File: src/rtl/core/lmhp_pkg.sv
package lmhp_pkg;

  typedef logic [2:0] status_t;
  typedef logic [2:0] mtype_t;
  typedef logic [4:0] pos_t;

  localparam status_t ST_TOO_SHORT   = 3'd0;
  localparam status_t ST_JOIN_REQ    = 3'd1;
  localparam status_t ST_UP_PORT     = 3'd2;
  localparam status_t ST_UP_NO_PORT  = 3'd3;
  localparam status_t ST_HEADER_ONLY = 3'd4;

  localparam mtype_t MTYPE_JOIN_REQ  = 3'd0;
  localparam mtype_t MTYPE_UNCONF_UP = 3'd2;
  localparam mtype_t MTYPE_CONF_UP   = 3'd4;

  // Octet positions of the frame layout
  localparam pos_t POS_MHDR      = 5'd0;
  localparam pos_t POS_FCTRL     = 5'd5;
  localparam pos_t POS_FCNT_LO   = 5'd6;
  localparam pos_t POS_FCNT_HI   = 5'd7;
  localparam pos_t POS_FPORT     = 5'd8;
  localparam pos_t POS_EUI1_BASE = 5'd1;
  localparam pos_t POS_EUI2_BASE = 5'd9;
  localparam pos_t POS_NONCE_LO  = 5'd17;
  localparam pos_t POS_NONCE_HI  = 5'd18;
  localparam pos_t POS_MAX       = 5'd31;

  // Last-octet positions that make a frame long enough
  localparam pos_t POS_MIN_LAST  = 5'd3;
  localparam pos_t POS_UP_LAST   = 5'd7;
  localparam pos_t POS_JOIN_LAST = 5'd18;

  function automatic logic is_uplink(input mtype_t mt);
    is_uplink = (mt == MTYPE_UNCONF_UP) || (mt == MTYPE_CONF_UP);
  endfunction

endpackage

File: src/rtl/core/lorawan_mac_header_parser_unit.sv
// A result appears in out_* in the cycle after its last byte is accepted.
// Throughput: one byte per cycle; the byte position compare and the field
// capture sit between the frame state registers and the result register.
// in_ready falls only while a result waits in the result register unaccepted.
// Reset (rst_n low, synchronous) clears the frame state and the result valid.
module lorawan_mac_header_parser_unit (
  input  logic                  clk,
  input  logic                  rst_n,
  input  logic                  in_valid,
  output logic                  in_ready,
  input  logic [7:0]            in_frame_byte,
  input  logic                  in_last_byte,
  output logic                  out_valid,
  input  logic                  out_ready,
  output lmhp_pkg::status_t     out_status,
  output lmhp_pkg::mtype_t      out_message_type,
  output logic [1:0]            out_major_rev,
  output logic [63:0]           out_join_eui,
  output logic [63:0]           out_device_eui,
  output logic [15:0]           out_device_nonce,
  output logic [31:0]           out_device_address,
  output logic [7:0]            out_frame_control,
  output logic                  out_adr_flag,
  output logic                  out_ack_flag,
  output logic [15:0]           out_frame_counter,
  output logic [7:0]            out_frame_port
);
  import lmhp_pkg::*;

  pos_t        pos_r, pos_nxt;
  logic [7:0]  hdr_r, hdr_nxt, hdr_cap;
  logic [63:0] eui1_r, eui1_nxt, eui1_cap;
  logic [63:0] eui2_r, eui2_nxt, eui2_cap;
  logic [15:0] nonce_r, nonce_nxt, nonce_cap;
  logic [7:0]  ctl_r, ctl_nxt, ctl_cap;
  logic [15:0] cnt_r, cnt_nxt, cnt_cap;
  logic [7:0]  port_r, port_nxt, port_cap;
  logic        port_seen_r, port_seen_nxt, port_seen_cap;
  logic        out_valid_r, out_valid_nxt;

  status_t     st_r, st_nxt;
  mtype_t      mt_r, mt_nxt;
  logic [1:0]  major_r, major_nxt;
  logic [63:0] join_eui_r, join_eui_nxt;
  logic [63:0] dev_eui_r, dev_eui_nxt;
  logic [15:0] nonce_res_r, nonce_res_nxt;
  logic [31:0] dev_addr_r, dev_addr_nxt;
  logic [7:0]  fctrl_r, fctrl_nxt;
  logic        adr_r, adr_nxt;
  logic        ack_r, ack_nxt;
  logic [15:0] fcnt_r, fcnt_nxt;
  logic [7:0]  fport_r, fport_nxt;

  logic        in_fire;
  logic        res_load;
  mtype_t      mt_cap;
  pos_t        port_pos;

  assign in_ready = !out_valid_r || out_ready;
  assign in_fire  = in_valid && in_ready;
  assign res_load = in_fire && in_last_byte;

  // Capture the current beat at the current position
  always_comb begin
    hdr_cap   = hdr_r;
    eui1_cap  = eui1_r;
    eui2_cap  = eui2_r;
    nonce_cap = nonce_r;
    ctl_cap   = ctl_r;
    cnt_cap   = cnt_r;
    if (pos_r == POS_MHDR) begin
      hdr_cap = in_frame_byte;
    end
    for (int i = 0; i < 8; i++) begin
      if (pos_r == POS_EUI1_BASE + 5'(i)) begin
        eui1_cap[8*i +: 8] = eui1_r[8*i +: 8] | in_frame_byte;
      end
      if (pos_r == POS_EUI2_BASE + 5'(i)) begin
        eui2_cap[8*i +: 8] = eui2_r[8*i +: 8] | in_frame_byte;
      end
    end
    if (pos_r == POS_NONCE_LO) begin
      nonce_cap[7:0] = nonce_r[7:0] | in_frame_byte;
    end
    if (pos_r == POS_NONCE_HI) begin
      nonce_cap[15:8] = nonce_r[15:8] | in_frame_byte;
    end
    if (pos_r == POS_FCTRL) begin
      ctl_cap = in_frame_byte;
    end
    if (pos_r == POS_FCNT_LO) begin
      cnt_cap[7:0] = cnt_r[7:0] | in_frame_byte;
    end
    if (pos_r == POS_FCNT_HI) begin
      cnt_cap[15:8] = cnt_r[15:8] | in_frame_byte;
    end
  end

  assign mt_cap   = hdr_cap[7:5];
  assign port_pos = POS_FPORT + {1'b0, ctl_cap[3:0]};

  always_comb begin
    port_cap      = port_r;
    port_seen_cap = port_seen_r;
    if (pos_r != POS_MHDR && is_uplink(mt_cap) && !port_seen_r && pos_r == port_pos) begin
      port_cap      = in_frame_byte;
      port_seen_cap = 1'b1;
    end
  end

  // Advance on every beat; drop the whole frame state after the last one
  always_comb begin
    pos_nxt       = pos_r;
    hdr_nxt       = hdr_r;
    eui1_nxt      = eui1_r;
    eui2_nxt      = eui2_r;
    nonce_nxt     = nonce_r;
    ctl_nxt       = ctl_r;
    cnt_nxt       = cnt_r;
    port_nxt      = port_r;
    port_seen_nxt = port_seen_r;
    if (in_fire) begin
      if (in_last_byte) begin
        pos_nxt       = '0;
        hdr_nxt       = '0;
        eui1_nxt      = '0;
        eui2_nxt      = '0;
        nonce_nxt     = '0;
        ctl_nxt       = '0;
        cnt_nxt       = '0;
        port_nxt      = '0;
        port_seen_nxt = 1'b0;
      end else begin
        pos_nxt       = (pos_r == POS_MAX) ? pos_r : pos_r + 5'd1;
        hdr_nxt       = hdr_cap;
        eui1_nxt      = eui1_cap;
        eui2_nxt      = eui2_cap;
        nonce_nxt     = nonce_cap;
        ctl_nxt       = ctl_cap;
        cnt_nxt       = cnt_cap;
        port_nxt      = port_cap;
        port_seen_nxt = port_seen_cap;
      end
    end
  end

  // Classify the frame from the captured fields
  always_comb begin
    st_nxt        = ST_TOO_SHORT;
    mt_nxt        = '0;
    major_nxt     = '0;
    join_eui_nxt  = '0;
    dev_eui_nxt   = '0;
    nonce_res_nxt = '0;
    dev_addr_nxt  = '0;
    fctrl_nxt     = '0;
    adr_nxt       = 1'b0;
    ack_nxt       = 1'b0;
    fcnt_nxt      = '0;
    fport_nxt     = '0;
    if (pos_r >= POS_MIN_LAST) begin
      mt_nxt    = mt_cap;
      major_nxt = hdr_cap[1:0];
      if (mt_cap == MTYPE_JOIN_REQ && pos_r >= POS_JOIN_LAST) begin
        st_nxt        = ST_JOIN_REQ;
        join_eui_nxt  = eui1_cap;
        dev_eui_nxt   = eui2_cap;
        nonce_res_nxt = nonce_cap;
      end else if (is_uplink(mt_cap) && pos_r >= POS_UP_LAST) begin
        st_nxt       = port_seen_cap ? ST_UP_PORT : ST_UP_NO_PORT;
        dev_addr_nxt = eui1_cap[31:0];
        fctrl_nxt    = ctl_cap;
        adr_nxt      = ctl_cap[7];
        ack_nxt      = ctl_cap[5];
        fcnt_nxt     = cnt_cap;
        fport_nxt    = port_seen_cap ? port_cap : 8'd0;
      end else begin
        st_nxt = ST_HEADER_ONLY;
      end
    end
  end

  always_comb begin
    out_valid_nxt = out_valid_r;
    if (res_load) begin
      out_valid_nxt = 1'b1;
    end else if (out_ready) begin
      out_valid_nxt = 1'b0;
    end
  end

  always_ff @(posedge clk) begin
    if (!rst_n) begin
      pos_r       <= '0;
      hdr_r       <= '0;
      eui1_r      <= '0;
      eui2_r      <= '0;
      nonce_r     <= '0;
      ctl_r       <= '0;
      cnt_r       <= '0;
      port_r      <= '0;
      port_seen_r <= 1'b0;
      out_valid_r <= 1'b0;
    end else begin
      pos_r       <= pos_nxt;
      hdr_r       <= hdr_nxt;
      eui1_r      <= eui1_nxt;
      eui2_r      <= eui2_nxt;
      nonce_r     <= nonce_nxt;
      ctl_r       <= ctl_nxt;
      cnt_r       <= cnt_nxt;
      port_r      <= port_nxt;
      port_seen_r <= port_seen_nxt;
      out_valid_r <= out_valid_nxt;
    end
  end

  always_ff @(posedge clk) begin
    if (res_load) begin
      st_r        <= st_nxt;
      mt_r        <= mt_nxt;
      major_r     <= major_nxt;
      join_eui_r  <= join_eui_nxt;
      dev_eui_r   <= dev_eui_nxt;
      nonce_res_r <= nonce_res_nxt;
      dev_addr_r  <= dev_addr_nxt;
      fctrl_r     <= fctrl_nxt;
      adr_r       <= adr_nxt;
      ack_r       <= ack_nxt;
      fcnt_r      <= fcnt_nxt;
      fport_r     <= fport_nxt;
    end
  end

  assign out_valid          = out_valid_r;
  assign out_status         = st_r;
  assign out_message_type   = mt_r;
  assign out_major_rev      = major_r;
  assign out_join_eui       = join_eui_r;
  assign out_device_eui     = dev_eui_r;
  assign out_device_nonce   = nonce_res_r;
  assign out_device_address = dev_addr_r;
  assign out_frame_control  = fctrl_r;
  assign out_adr_flag       = adr_r;
  assign out_ack_flag       = ack_r;
  assign out_frame_counter  = fcnt_r;
  assign out_frame_port     = fport_r;

`ifndef SYNTH
  a_stall_blocks_input: assert property (@(posedge clk) disable iff (!rst_n)
    out_valid_r && !out_ready |-> !in_ready)
    else $error("input taken while a result is stalled");

  a_frame_restart: assert property (@(posedge clk) disable iff (!rst_n)
    in_fire && in_last_byte |=> pos_r == POS_MHDR && !port_seen_r && out_valid_r)
    else $error("frame state not cleared after last beat");

  a_port_only_uplink: assert property (@(posedge clk) disable iff (!rst_n)
    port_seen_r |-> is_uplink(hdr_r[7:5]))
    else $error("port captured for a non-uplink frame");

  a_short_is_zero: assert property (@(posedge clk) disable iff (!rst_n)
    out_valid_r && st_r == ST_TOO_SHORT |-> mt_r == '0 && major_r == '0)
    else $error("too-short result carries header fields");

  a_join_fields_only_join: assert property (@(posedge clk) disable iff (!rst_n)
    out_valid_r && st_r != ST_JOIN_REQ |-> join_eui_r == '0 && nonce_res_r == '0)
    else $error("join fields set on a non-join result");
`endif

endmodule
File: config.mk
export PLATFORM = sky130hd
export DESIGN_NAME = lorawan_mac_header_parser_unit
export DESIGN_NICKNAME = d
export VERILOG_FILES = /design/src/rtl/core/lmhp_pkg.sv /design/src/rtl/core/lorawan_mac_header_parser_unit.sv
export SDC_FILE = /design/constraint.sdc
export NUM_CORES = 1
export LEC_CHECK = 0
export BUFFER_PORTS_ARGS = -buffer_cell sky130_fd_sc_hd__buf_2
export CAP_MARGIN = 20
export CORE_ASPECT_RATIO = 0.7
export CORE_MARGIN = 10
export CORE_UTILIZATION = 35
export CTS_CLUSTER_DIAMETER = 80
export CTS_CLUSTER_SIZE = 40
export DETAILED_ROUTE_END_ITERATION = 10
export HOLD_SLACK_MARGIN = 0.03
export PLACE_DENSITY = 0.55
export SKIP_CTS_REPAIR_TIMING = 1
export SYNTH_ARGS = -nofsm -noshare
export SYNTH_HDL_FRONTEND = slang
export SYNTH_SLANG_ARGS = --single-unit
File: constraint.sdc
create_clock -name clk -period 16.1 [get_ports clk]
set_input_delay 0.805 -clock clk [delete_from_list [all_inputs] [get_ports clk]]
set_output_delay 0.805 -clock clk [all_outputs]
set_load 0.1 [all_outputs]
==> results of run 1 <==
power by group through the flow:
stage               Clock (mW)  Combinational [mW]  Sequential, mW
finish                   0.538               0.233            1.11
global route             0.587               0.240            1.11
CTS                      0.554               0.232            1.11
detailed placement           0               0.232            1.13
global placement             0               0.229            1.13
floorplan                    0              0.0504            1.27
through the flow:
stage,instance area (um2),cells,setup WS (ns)
final,17300,2159,12.34
after global routing,17300,2158,12.16
after CTS,17200,2154,12.46
after detailed placement,16700,2128,11.89
after global placement,16600,2122,11.97
after floorplan,15100,1452,9.03
final timing paths:
kind / to / cells past startpoint / slack, ns
worst max register to register: out_device_eui[55] / 6 / 12.37
worst min register to register: eui1_r[22] / 2 / 0.48
worst max-delay path: out_device_eui[55] / 7 / 12.34
worst min-delay path: eui1_r[22] / 2 / 0.48
cell families after synthesis:
| kind of cell | after synthesis |
|---|---|
| XOR/XNOR | 4 |
| AO/OA/AOI/OAI | 393 |
| multiplexers | 1 |
| AND/OR/NAND/NOR | 501 |
| adder cells (fa/ha/maj) | 6 |
| flip-flops | 404 |
| buffers and inverters | 143 |
flip-flops by register name, indices dropped and copies added, names as in the netlist, 16 cells and up:
name and cells:
out_device_eui 64, eui2_r 64, out_frame_counter 16, out_device_nonce 16, out_device_address 32, cnt_r 16
eui1_r 64, out_join_eui 64, nonce_r 16
critical path, cell delays in order:
cell and delay, ns:
buf_2 0.07, nand2b_1 0.19, and2_1 0.16, buf_4 0.31, nand2_1 0.41, inv_8 0.75
buf_4 0.91
per-layer routing:
layer  track usage (%)  up-vias
li1                  -     5283
met3              3.40       36
met5                 0        -
met1              24.5     5557
met4              2.38        0
met2              24.7      347
layout make-up:
| type | instances | area share (%) |
|---|---|---|
| flip-flops and latches | 404 | 59.4 |
| multi-input cells | 905 | 25.2 |
| repair buffers | 254 | 8.02 |
| well taps | 552 | 4.00 |
| clock buffers | 17 | 2.22 |
| clock inverters | 9 | 0.717 |
| inverters | 17 | 0.413 |
| diodes | 1 | 0.0145 |
cells in the final DEF, fill, tap and decap left out, types with 2 or more instances in the layout:
| cell | instances |
|---|---|
| buf_4 | 12 |
| a211oi_1 | 3 |
| nor2_2 | 10 |
| o21ai_0 | 5 |
| buf_2 | 235 |
| inv_8 | 3 |
| a2bb2oi_1 | 8 |
| inv_6 | 2 |
| inv_1 | 15 |
| nor2_1 | 386 |
| clkbuf_1 | 2 |
| ha_1 | 6 |
| clkinv_4 | 2 |
| nand2b_1 | 6 |
| dfxtp_1 | 188 |
| a22oi_1 | 17 |
| nor3_1 | 8 |
| and2_1 | 4 |
| or3_1 | 9 |
| edfxtp_1 | 216 |
| buf_16 | 2 |
| buf_8 | 2 |
| nand2_1 | 48 |
| a21oi_1 | 329 |
| and3b_1 | 2 |
| xnor2_1 | 3 |
| and3_1 | 8 |
| a311oi_1 | 5 |
| clkbuf_16 | 15 |
| or2_2 | 2 |
| a31oi_1 | 16 |
| nor4_1 | 3 |
==> flow_summary_export.csv, run 1 <==
group,metric,value,unit
yosys,synth_edf_count,216,
sta,timing.final.crit_period,3.76,ns
sta,relSlewSlack,19.9,%
yosys,synth_area_leader_cell,"edfxtp_1",
yosys,yosysUniqueCellTypes,53,
power_and_ir_drop,ir_worst_vdd,0.0664,mV
sta,worst_pin_slew,1.20,ns
power_and_ir_drop,swShare,29.3,%
yosys,synth_top_family_by_area,"compound AO/OA/AOI/OAI gates",
yosys,synth_area_leaders,"edfxtp_1 (43%), dfxtp_1 (25%), a21oi_1 (11%)",
cells_and_area,nets,1616,
setup_path,start_kind,"input port",
sta,finalCritPeriodShare,23.3,%
grt,grt_start_max_net_pins,141,
grt,grt_first_pass_wirelength,66900,um
detailed_routing,post-route-drc-count,0,
clock_network,clkLatencyLatePin,0.57,ns
sta,fmax,0.266,GHz
detailed_routing,dr_wl_met2,19800,um
setup_path,end_kind,"flop",
setup_path,path_class,"in2reg",
yosys,syn-cell-area,15100,um2
detailed_routing,vias_per_cell,5.20,
setup_path,path_max_fanout,140,
floorplan,coreArea,42500,um2
floorplan,io_pins,233,
cells_and_area,finalCoreUtilization,40.6,%
yosys,netlist.area_leader.share,42.9,%
detailed_routing,drtAntennaViolNets,0,
sta,rsz0062_at_grt,"false",
power_and_ir_drop,p_leak,5.93,nW
sta,fin_skew,0.0475,ns
detailed_routing,wl_met1,21600,um
cells_and_area,n_fill_cell,4193,
clock_network,clock_sinks,404,
yosys,synth_seq_cells,404,
placed_design,dp_hpwl,27900,um
yosys,ys_warn_count,0,
cells_and_area,multi_input_area,4360,um2
hold_path,min-delay-start,"eui1_r[22]",
yosys,synth.most_common_cell,"nor2_1",
status,status,"finished clean",
yosys,synth.top_cells.by_count,"nor2_1 (396), a21oi_1 (329), edfxtp_1 (216)",
power_and_ir_drop,power,1.88,mW
power_and_ir_drop,combPwrFrac,12.4,%
yosys,synth-main-ff-cell,"edfxtp_1",
cells_and_area,regArea,10200,um2
placed_design,port-buffer-count,232,
yosys,ys_seq_area_share,67.8,%
detailed_routing,dr.max_layer_used,"met4",
clock_network,h-tree-depth,1,
yosys,synth_fa_ha_area_share,0.497,%
detailed_routing,route.met3.wl,3290,um
flow_run,drv_cap,0,
detailed_routing,drtIter0Drc,1070,
hold_path,min_path_type,"reg2reg",
power_and_ir_drop,p_sw,0.550,mW
clock_network,clkTransAtPathRegs,0.13,ns
setup_path,reg2reg_from,"out_valid",
clock_network,cts_tree,"done",
yosys,synthSimpleGateAreaFrac,13.6,%
sta,whs,0.482,ns
setup_path,crit_arrival,3.94,ns
power_and_ir_drop,p_clk_share,28.6,%
clock_network,cts-buffers-inserted,15,
floorplan,rows,63,
clock_network,cts-root-buf,"clkbuf_16",
floorplan,die-area,52000,um2
cells_and_area,drive_gt1_share,18.7,%
detailed_routing,firstDrtPassIters,5,
power_and_ir_drop,power_density,109,nW/um2
yosys,synth-async-reset-ratio,0,%
grt,overflow,0,
grt,grt_usage,16.5,%
detailed_routing,wl_per_cell,20.9,um
floorplan,dieHeight,194,um
power_and_ir_drop,p_int,1.33,mW
yosys,syn_nets,1471,
clock_network,clockBufferDepth,3,
yosys,synth.area.mux_share,0.0662,%
sta,drv_slew,0,
floorplan,die_x,268,um
yosys,netlist_instances,1452,
grt,first_global_vias,10500,
yosys,synth-xor-area-share,0.232,%
placed_design,gp_congestion,0.817,
detailed_routing,wirelength,45200,um
setup_path,crit_start,"out_ready",
sta,setup_tns,0,ns
grt,antenna_found_initial,1,
sta,finalHoldViolations,0,
floorplan,initial_core_util,35.6,%
yosys,syn_area_per_cell,10.4,um2
yosys,synth-compound-area-share,14.0,%
cells_and_area,area_delta_synth_final,14.2,%
sta,setup_viol,0,
detailed_routing,num_vias,11200,
power_and_ir_drop,power_frac_seq,59.0,%
setup_path,critPathRequiredTime,16.29,ns
Note: power is estimated with default switching activity, not from simulation.
==> run 2, diff against run 1 <==
- clock period: 16.1 -> 3.6 ns (I/O delays scaled with it)
==> run 2 against run 1 <==
Worst setup slack lost 12 ns. Utilization grew 0.42 points. Global-route usage is essentially flat. Non-clock buffer count grew 18. Hold slack lost 0.40 ns. Combinational power grew to 4.5 times the previous value. Clock power grew to 4.7 times the previous value. Power grew to 4.5 times the previous value. Count of clock-buffer cells in the layout is the same. Final area grew 1.0%. First-iteration DRC count grew 7.7%. Sequential share of layout area shrank 0.58 points. Critical endpoint is now out_device_address[0]. Largest cell class unchanged. Largest power group unchanged.
==> flow_summary_export.csv, run 2 (same netlist as run 1, synthesis figures left out) <==
group,metric,value,unit
power_and_ir_drop,ir_worst_vdd,0.276,mV
sta,setup_viol,0,
sta,finalHoldViolations,0,
cells_and_area,drive_gt1_share,20.0,%
detailed_routing,firstDrtPassIters,5,
grt,grt_usage,16.4,%
sta,timing.final.crit_period,3.00,ns
clock_network,cts_tree,"done",
floorplan,rows,63,
setup_path,end_kind,"flop",
floorplan,die_x,268,um
clock_network,cts-root-buf,"clkbuf_16",
cells_and_area,area_delta_synth_final,15.4,%
cells_and_area,finalCoreUtilization,41.0,%
power_and_ir_drop,p_leak,6.05,nW
floorplan,initial_core_util,35.6,%
clock_network,clkLatencyLatePin,0.55,ns
setup_path,critical_path.top_delay_family,"simple AND/OR/NAND/NOR gates",
hold_path,min-delay-start,"in_frame_byte[5]",
floorplan,io_pins,233,
clock_network,h-tree-depth,1,
setup_path,critPathRequiredTime,3.89,ns
detailed_routing,drtIter0Drc,1152,
setup_path,path_class,"reg2reg",
setup_path,critPathMaxStageDelay,0.66,ns
grt,grt_first_pass_wirelength,66600,um
floorplan,die-area,52000,um2
detailed_routing,vias_per_cell,5.13,
setup_path,path_max_fanout,36,
floorplan,coreArea,42500,um2
cells_and_area,nets,1635,
sta,setup_ws,0.597,ns
setup_path,crit_start,"pos_r[1]",
placed_design,port-buffer-count,232,
grt,grt_start_max_net_pins,82,
cells_and_area,layout_common_cells,"nor2_1 (386), a21oi_1 (329), buf_2 (233), edfxtp_1 (216), dfxtp_1 (187)",
setup_path,crit_top_cell,"nor2_1",
clock_network,clock_sinks,404,
detailed_routing,num_vias,11200,
status,status,"finished clean",
flow_run,drv_cap,0,
detailed_routing,post-route-drc-count,0,
cells_and_area,final_common_cell,"nor2_1",
detailed_routing,drtAntennaViolNets,0,
setup_path,cp.buffers_inverters,2,
sta,fmax,0.333,GHz
placed_design,gp_congestion,0.851,
setup_path,start_kind,"flop",
sta,finalCritPeriodShare,83.4,%
power_and_ir_drop,power_density,489,nW/um2
placed_design,dp_hpwl,28600,um
sta,worst_pin_slew,1.02,ns
grt,first_global_vias,10500,
sta,rsz0062_at_grt,"false",
detailed_routing,wl_per_cell,20.5,um
floorplan,dieHeight,194,um
detailed_routing,wirelength,44600,um
sta,fin_skew,0.0277,ns
grt,overflow,0,
clock_network,cts-buffers-inserted,16,
sta,relSlewSlack,31.9,%
setup_path,reg2reg_from,"pos_r[1]",
hold_path,min_path_type,"in2reg",
clock_network,clockBufferDepth,3,
cells_and_area,diodes,0,
sta,setup_tns,0,ns
setup_path,slowest_stage,"a21o_2",
setup_path,crit_arrival,3.29,ns
clock_network,clkTransAtPathRegs,0.14,ns
sta,whs,0.0848,ns
placed_design,pre_cts_slack,0.607,ns
sta,drv_slew,0,
power_and_ir_drop,power,8.53,mW
grt,antenna_found_initial,0,
setup_path,path_cells,"inv_1, ha_1, nor4b_4, nor3_1, nor2_1, a21o_2, buf_4, nor2_1",
[run 2: tightest hold or removal path, stage by stage]
cell and delay [ns]:
buf_2 0.20, a21oi_1 0.16, nor2_1 0.05
[run 2: power breakdown]
part           internal, mW  total, mW  switching [mW]
clock                 0.958       2.52            1.57
sequential             4.92       4.96          0.0372
combinational         0.123       1.05           0.924
total                  6.00       8.53            2.53
[run 2: worst paths after layout]
kind	to	slack (ns)	cells past startpoint
hold / removal	eui1_r[21]	0.08	3
setup / recovery	out_device_address[0]	0.60	8
hold reg to reg	eui2_r[61]	0.48	2
setup reg to reg	out_device_address[0]	0.60	8
[run 2: per-layer routing]
layer	wire, um	global-route usage [%]	vias up
met5	0	0	-
li1	-	-	5322
met4	618	2.34	0
met2	19700	25.2	376
met1	21000	24.2	5440
met3	3270	2.93	34
[run 2: layout make-up]
cell class	count	area (um2)
clock buffer	17	425
clock inverter	11	145
fill	4136	25000
inverter	17	67.6
multi-input combinational	905	4370
sequential	404	10300
tap	552	691
timing repair buffer	272	1490
[run 2: per-stage QoR]
stage | cells | area, um2
after floorplan | 1452 | 15200
after global placement | 2146 | 16800
after detailed placement | 2148 | 16900
after CTS | 2176 | 17400
after global routing | 2178 | 17400
final | 2178 | 17400
